File: src/sdsh_pkg.sv
// ----------------------------------------------------------------------------
// sdsh_pkg - shared types and constants for the segment shifter
// Word types for both channels, phase codes, segment table and the
// two-digit encoder.
// ----------------------------------------------------------------------------
`default_nettype none

package sdsh_pkg;

  localparam int unsigned ValueW  = 7;
  localparam int unsigned PeriodW = 16;
  localparam int unsigned WordW   = 16;
  localparam int unsigned PosW    = 4;
  localparam int unsigned PhaseW  = 2;

  localparam logic [ValueW-1:0]  MaxValue     = 7'd99;
  localparam logic [PeriodW-1:0] PeriodReset  = 16'd1000;
  localparam logic [PosW-1:0]    TopBit       = 4'd15;

  // Phase codes of the shift sequencer
  localparam logic [PhaseW-1:0] PhaseIdle  = 2'd0;
  localparam logic [PhaseW-1:0] PhaseData  = 2'd1;
  localparam logic [PhaseW-1:0] PhaseLatch = 2'd2;

  // Command codes
  localparam logic CmdTick = 1'b0;
  localparam logic CmdLoad = 1'b1;

  typedef struct packed {
    logic              cmd;
    logic [ValueW-1:0] value;
  } in_word_t;

  typedef struct packed {
    logic serial_bit;
    logic shift_pulse;
    logic latch_pulse;
  } out_word_t;

  localparam logic [7:0] SegTable [10] = '{
    8'hBB, 8'h0A, 8'h73, 8'h5B, 8'hCA, 8'hD9, 8'hFD, 8'h0B, 8'hFB, 8'hDF
  };

  // Tens digit by reciprocal multiply (exact for 0..99), tens pattern in high byte
  function automatic logic [WordW-1:0] encode_pair(input logic [ValueW-1:0] v);
    logic [14:0]       prod;
    logic [3:0]        tens;
    logic [ValueW-1:0] ones;
    prod = 15'(v) * 15'd205;
    tens = prod[14:11];
    ones = v - 7'(7'(tens) * 7'd10);
    return {SegTable[tens], SegTable[ones[3:0]]};
  endfunction

endpackage

`default_nettype wire

File: src/sdsh_step.sv
// ----------------------------------------------------------------------------
// sdsh_step - counter, update timer and shift sequencer
// Holds the block state and works out the pin activity for one word in a
// single pass of logic; state advances on the cycle the word is processed.
// ----------------------------------------------------------------------------
`default_nettype none

module sdsh_step (
  input  logic                     clk_i,
  input  logic                     rst_ni,
  input  logic                     en_i,
  input  sdsh_pkg::in_word_t       item_i,
  input  logic                     cfg_we_i,
  input  logic [15:0]              cfg_data_i,
  output sdsh_pkg::out_word_t      res_o
);
  import sdsh_pkg::*;

  logic [PeriodW-1:0] period_q;
  logic [PeriodW-1:0] tick_q, tick_d;
  logic               running_q, running_d;
  logic [ValueW-1:0]  count_q, count_d;
  logic               ovr_pend_q, ovr_pend_d;
  logic [ValueW-1:0]  ovr_val_q, ovr_val_d;
  logic [WordW-1:0]   word_q, word_d;
  logic [PosW-1:0]    pos_q, pos_d;
  logic [PhaseW-1:0]  phase_q, phase_d;

  always_comb begin
    logic [PeriodW:0]  next_tick;
    logic [ValueW-1:0] shown;
    logic [PhaseW-1:0] phase_v;
    logic [PosW-1:0]   pos_v;
    logic [WordW-1:0]  word_v;

    tick_d     = tick_q;
    running_d  = running_q;
    count_d    = count_q;
    ovr_pend_d = ovr_pend_q;
    ovr_val_d  = ovr_val_q;
    word_d     = word_q;
    pos_d      = pos_q;
    phase_d    = phase_q;
    res_o      = '0;
    next_tick  = {1'b0, tick_q} + 17'd1;
    shown      = ovr_pend_q ? ovr_val_q : count_q;
    phase_v    = phase_q;
    pos_v      = pos_q;
    word_v     = word_q;

    if (en_i) begin
      if (item_i.cmd == CmdLoad) begin
        // out-of-range loads are dropped
        if (item_i.value <= MaxValue) begin
          if (!running_q) begin
            count_d   = item_i.value;
            running_d = 1'b1;
            tick_d    = period_q - 16'd1;
          end else begin
            ovr_val_d  = item_i.value;
            ovr_pend_d = 1'b1;
          end
        end
      end else begin
        if (next_tick >= {1'b0, period_q}) begin
          tick_d = '0;
          if (running_q) begin
            ovr_pend_d = 1'b0;
            count_d    = (count_q >= MaxValue) ? '0 : count_q + 7'd1;
            word_v     = encode_pair(shown);
            phase_v    = PhaseData;
            pos_v      = TopBit;
          end
        end else begin
          tick_d = next_tick[PeriodW-1:0];
        end

        word_d = word_v;
        pos_d  = pos_v;
        unique case (phase_v)
          PhaseData: begin
            res_o.serial_bit  = word_v[pos_v];
            res_o.shift_pulse = 1'b1;
            if (pos_v == '0) begin
              pos_d   = TopBit;
              phase_d = PhaseLatch;
            end else begin
              pos_d   = pos_v - 4'd1;
              phase_d = PhaseData;
            end
          end
          PhaseLatch: begin
            res_o.latch_pulse = 1'b1;
            phase_d           = PhaseIdle;
          end
          default: begin
            phase_d = PhaseIdle;
          end
        endcase
      end
    end
  end

  always_ff @(posedge clk_i or negedge rst_ni) begin
    if (!rst_ni) begin
      period_q   <= PeriodReset;
      tick_q     <= '0;
      running_q  <= 1'b0;
      count_q    <= '0;
      ovr_pend_q <= 1'b0;
      ovr_val_q  <= '0;
      word_q     <= '0;
      pos_q      <= TopBit;
      phase_q    <= PhaseIdle;
    end else begin
      if (cfg_we_i) begin
        period_q <= cfg_data_i;
      end
      tick_q     <= tick_d;
      running_q  <= running_d;
      count_q    <= count_d;
      ovr_pend_q <= ovr_pend_d;
      ovr_val_q  <= ovr_val_d;
      word_q     <= word_d;
      pos_q      <= pos_d;
      phase_q    <= phase_d;
    end
  end

  // once started the counter never stops
  a_running_sticky: assert property (@(posedge clk_i) disable iff (!rst_ni)
    running_q |=> running_q) else $error("counter stopped after start");

  a_count_range: assert property (@(posedge clk_i) disable iff (!rst_ni)
    (count_q <= MaxValue) && (ovr_val_q <= MaxValue))
    else $error("count or override above 99");

  // the latch pulse follows the last data bit
  a_latch_after_data: assert property (@(posedge clk_i) disable iff (!rst_ni)
    (phase_q == PhaseLatch) |-> (pos_q == TopBit))
    else $error("latch phase with bit position not reloaded");

endmodule

`default_nettype wire

File: src/two_digit_counter_segment_shifter_top.sv
// ----------------------------------------------------------------------------
// two_digit_counter_segment_shifter_top - seven-segment shift register driver
// Two-digit counter refreshed every ticks_per_update ticks, shown on two
// seven-segment digits through a serial shift register and latch.
//
// Input channel (in_*): one word per tick or load; cmd selects which.
// Output channel (out_*): exactly one word per input word, giving the data
//   bit, shift pulse and latch pulse for that tick (all zero for a load).
// Config channel (cfg_*): writes ticks_per_update; always ready, write it
//   only while no word is in flight.
// Path: a word accepted into the input register is processed into the
//   result register, which drives out_valid_o.
// Throughput: one word per cycle while out_ready_i is high, set by the single
//   pass of logic between the input register and the result register.
// Reset: counter stopped, period 1000, both registers empty.
// Stall: the result register holds while out_ready_i is low; the input
//   register takes one more word, then in_ready_o drops.
// ----------------------------------------------------------------------------
`default_nettype none

module two_digit_counter_segment_shifter_top (
  input  logic                 clk_i,
  input  logic                 rst_ni,
  input  logic                 in_valid_i,
  output logic                 in_ready_o,
  input  sdsh_pkg::in_word_t   in_data_i,
  output logic                 out_valid_o,
  input  logic                 out_ready_i,
  output sdsh_pkg::out_word_t  out_data_o,
  input  logic                 cfg_valid_i,
  output logic                 cfg_ready_o,
  input  logic [15:0]          cfg_data_i
);
  import sdsh_pkg::*;

  logic      in_valid_q;
  in_word_t  in_word_q;
  logic      out_valid_q;
  out_word_t out_word_q;
  out_word_t res;
  logic      advance;

  // process the held word when the result register is free or draining
  assign advance     = in_valid_q && (!out_valid_q || out_ready_i);
  assign in_ready_o  = !in_valid_q || advance;
  assign cfg_ready_o = 1'b1;

  sdsh_step u_step (
    .clk_i      (clk_i),
    .rst_ni     (rst_ni),
    .en_i       (advance),
    .item_i     (in_word_q),
    .cfg_we_i   (cfg_valid_i),
    .cfg_data_i (cfg_data_i),
    .res_o      (res)
  );

  always_ff @(posedge clk_i or negedge rst_ni) begin
    if (!rst_ni) begin
      in_valid_q  <= 1'b0;
      out_valid_q <= 1'b0;
    end else begin
      if (in_ready_o) begin
        in_valid_q <= in_valid_i;
      end
      if (advance) begin
        out_valid_q <= 1'b1;
      end else if (out_ready_i) begin
        out_valid_q <= 1'b0;
      end
    end
  end

  always_ff @(posedge clk_i) begin
    if (in_valid_i && in_ready_o) begin
      in_word_q <= in_data_i;
    end
    if (advance) begin
      out_word_q <= res;
    end
  end

  assign out_valid_o = out_valid_q;
  assign out_data_o  = out_word_q;

  a_advance_fills: assert property (@(posedge clk_i) disable iff (!rst_ni)
    advance |=> out_valid_q) else $error("processed word lost");

  a_ready_low_cause: assert property (@(posedge clk_i) disable iff (!rst_ni)
    !in_ready_o |-> (in_valid_q && out_valid_q && !out_ready_i))
    else $error("input stalled without a full pipe");

  a_pulses_exclusive: assert property (@(posedge clk_i) disable iff (!rst_ni)
    out_valid_q |-> !(out_word_q.shift_pulse && out_word_q.latch_pulse))
    else $error("shift and latch pulse in one word");

  a_bit_needs_shift: assert property (@(posedge clk_i) disable iff (!rst_ni)
    (out_valid_q && out_word_q.serial_bit) |-> out_word_q.shift_pulse)
    else $error("data bit without shift pulse");

endmodule

`default_nettype wire

File: config.mk
export PLATFORM = sky130hd
export DESIGN_NAME = two_digit_counter_segment_shifter_top
export DESIGN_NICKNAME = d
export VERILOG_FILES = /design/src/sdsh_pkg.sv /design/src/sdsh_step.sv /design/src/two_digit_counter_segment_shifter_top.sv
export SDC_FILE = /design/constraint.sdc
export NUM_CORES = 1
export LEC_CHECK = 0
export BUFFER_PORTS_ARGS = -buffer_cell sky130_fd_sc_hd__buf_2
export CAP_MARGIN = 20
export CORE_MARGIN = 1
export CORE_UTILIZATION = 45
export CTS_CLUSTER_DIAMETER = 50
export DETAILED_ROUTE_END_ITERATION = 12
export MAX_ROUTING_LAYER = met4
export SKIP_LAST_GASP = 1
export SYNTH_ARGS = -nofsm -noshare
export SYNTH_HDL_FRONTEND = slang
export SYNTH_SLANG_ARGS = --single-unit
File: constraint.sdc
create_clock -name clk_i -period 6.6 [get_ports clk_i]
set_input_delay 0.33 -clock clk_i [delete_from_list [all_inputs] [get_ports clk_i]]
set_output_delay 0.33 -clock clk_i [all_outputs]
set_load 0.03 [all_outputs]
==> metrics <==
worst-margin pin slew=0.939 ns; fmax=0.161 GHz; Post-synth EDFFs=11; Hold Crit Class=input pin to flop; most frequent cells in the layout=nand2_1, ha_1, dfrtp_1; FF+latch area=0.00215 sq mm; Clock Latency Late Sink=0.34 ns; die area=0.0138 sq mm; Root Buffer=clkbuf_16; Post-Synthesis Cells=629; RSZ-0062 raised after global routing=no; # setup viols final=0; Worst setup EP type=flop; crit start category=flop; Max FO, Critical Path=9; status=finished, final reports clean; final worst path period need=6.19 ns; vias=4586; half-perimeter wire length after detailed placement=9450 microns; max_cap viols=0; Slew headroom=0.374; CTS Buf Count=9; Routed WL=12600 microns; Avg Inst Size Synth=9.54 sq um; initial antenna violation count=0; GRT Util Overall=0.196; core area=0.0128 sq mm; Final Hold Vio Count=0; Net Count, Synth=734; area of the multi-input gates=0.00356 sq mm; CP Launch Point=u_step.ovr_pend_q; Unique masters post-synth=74; share of synthesized registers carrying an async set or reset=0.867; first-pass GRT wire length=21500 microns; Final Slew Violations=0; WL/cell=15.2 microns; Port Buf Inserts=33; Initial Utilization=0.468; total gr overflow=0; Ports=35; pin count of the biggest net entering global routing=73; post-cts resize count=0; Ys Warns=0; part of the Yosys area used for sequential elements=0.357; Hold Buf Count CTS=0; #FFs+latches synth=83; GP Congestion=0.827; CTS max path bufs=2; via count of the first global-routing pass=4545; Core Util, Final=0.518; Site Rows=41; Vias/cell=5.50; fill cell count=1214; part of the cycle the worst path needs=0.938; Worst EP required=6.68 ns; nets@finish=762; Setup TNS Final=0 ns; Critical Path AT=6.28 ns; synthesized area=0.00600 sq mm; top_reg_cell synth=dfrtp_1; Post CTS Setup Buffer Count=0; clock skew=0.00748 ns; Routed Antenna Nets=0; clk slew on worst S/H paths=0.06 ns; Hold Path Origin=in_data_i[3]; H-Tree Depth=3; 1st-iter DRT viols=236; Die Wd=117 microns; Pre-antenna DRT Iters=5; # DRC=0; synthesis-to-finish area growth=10.7%; R2R Path Start=u_step.ovr_pend_q; Clock Sink Count=83; share of layout cells above drive strength 1=0.144; CTS tree=built; number of antenna diodes=0; die height=117 microns; crit path kind=flop to flop
-- per-layer routing --
| metal | up-vias | share of wire | GRT usage |
|---|---|---|---|
| met5 | - | 0 | - |
| met2 | 69 | 0.46 | 0.307 |
| met3 | 12 | 0.026 | 0.0300 |
| li1 | 2286 | - | - |
| met4 | 0 | 0.011 | 0.0521 |
| met1 | 2219 | 0.51 | 0.266 |
-- final timing paths --
kind,endpoint,slack [ns],depth (start not counted)
max in group asynchronous,u_step.ovr_pend_q,5.75,2
setup / recovery,out_data_o[2],0.41,21
setup reg to reg,out_data_o[2],0.41,21
hold reg to reg,u_step.word_q[8],0.47,2
min in group asynchronous,u_step.period_q[1],0.21,2
hold / removal,in_word_q[3],0.17,1
-- area by class of cell --
class | count | area share
sequential | 83 | 0.323
clock inverter | 6 | 0.00998
multi-input combinational | 470 | 0.536
timing repair buffer | 40 | 0.0339
inverter | 53 | 0.0299
tap | 172 | 0.0324
clock buffer | 10 | 0.0345
-- cell usage after synthesis, types with 8 or more instances --
| cell | instances | area share |
|---|---|---|
| nand3_1 | 22 | 0.018 |
| a22oi_1 | 8 | 0.010 |
| a21oi_1 | 29 | 0.024 |
| nor2_1 | 47 | 0.029 |
| xnor2_1 | 27 | 0.039 |
| inv_1 | 52 | 0.033 |
| o21ai_0 | 44 | 0.037 |
| dfstp_2 | 10 | 0.044 |
| clkbuf_1 | 19 | 0.012 |
| nand2_1 | 68 | 0.043 |
| nor3_1 | 8 | 0.0067 |
| ha_1 | 68 | 0.14 |
| mux2_2 | 10 | 0.019 |
| dfrtp_1 | 62 | 0.26 |
| fa_1 | 8 | 0.027 |
| edfxtp_1 | 11 | 0.055 |
-- state kept, by name (all words and copies together) (netlist names) --
register           count
in_valid_q             1
in_word_q              8
out_data_o             3
out_valid_o            1
u_step.count_q         7
u_step.ovr_pend_q      1
u_step.ovr_val_q       7
u_step.period_q       16
u_step.phase_q         2
u_step.pos_q           4
u_step.running_q       1
u_step.tick_q         16
u_step.word_q         16
-- per-stage QoR --
stage	hold slack (ns)	worst slack (ns)	area [sq um]	std cells
final	0.166	0.406	6640	834
after global routing	0.152	0.0498	6640	834
after CTS	0.154	0.267	6610	832
after detailed placement	0.457	0.269	6320	816
after global placement	0.452	0.442	6320	816
after floorplan	0.0344	0.749	6000	629
-- cell families (layout without fill, tap and decap cells) --
kind of cell,count (synthesis),after routing,synth area share
compound gates,149,149,0.173
xor+xnor,35,35,0.0565
fa+ha+maj,76,76,0.168
buf+inv,76,109,0.0509
flops,83,83,0.357
mux,22,22,0.0463
other cells,1,1,0.000625
simple gates,187,187,0.147
-- critical path, stage by stage (launching register included) --
cell      delay (ns)
dfrtp_2         0.48
mux2_2          0.40
ha_1            0.30
ha_1            0.30
fa_1            0.51
inv_1           0.06
fa_1            0.50
inv_1           0.05
ha_1            0.28
nand2_1         0.09
o41ai_4         0.42
o22ai_2         0.18
o21bai_1        0.32
xnor2_2         0.19
inv_1           0.12
xnor2_1         0.15
ha_1            0.20
a311o_1         0.27
a211oi_1        0.28
xnor3_1         0.42
o311ai_1        0.28
a31oi_1         0.11
Power is left out: the tool's default activity adds up to more than one toggle a clock period on the data nets, which glitch-free logic cannot reach.
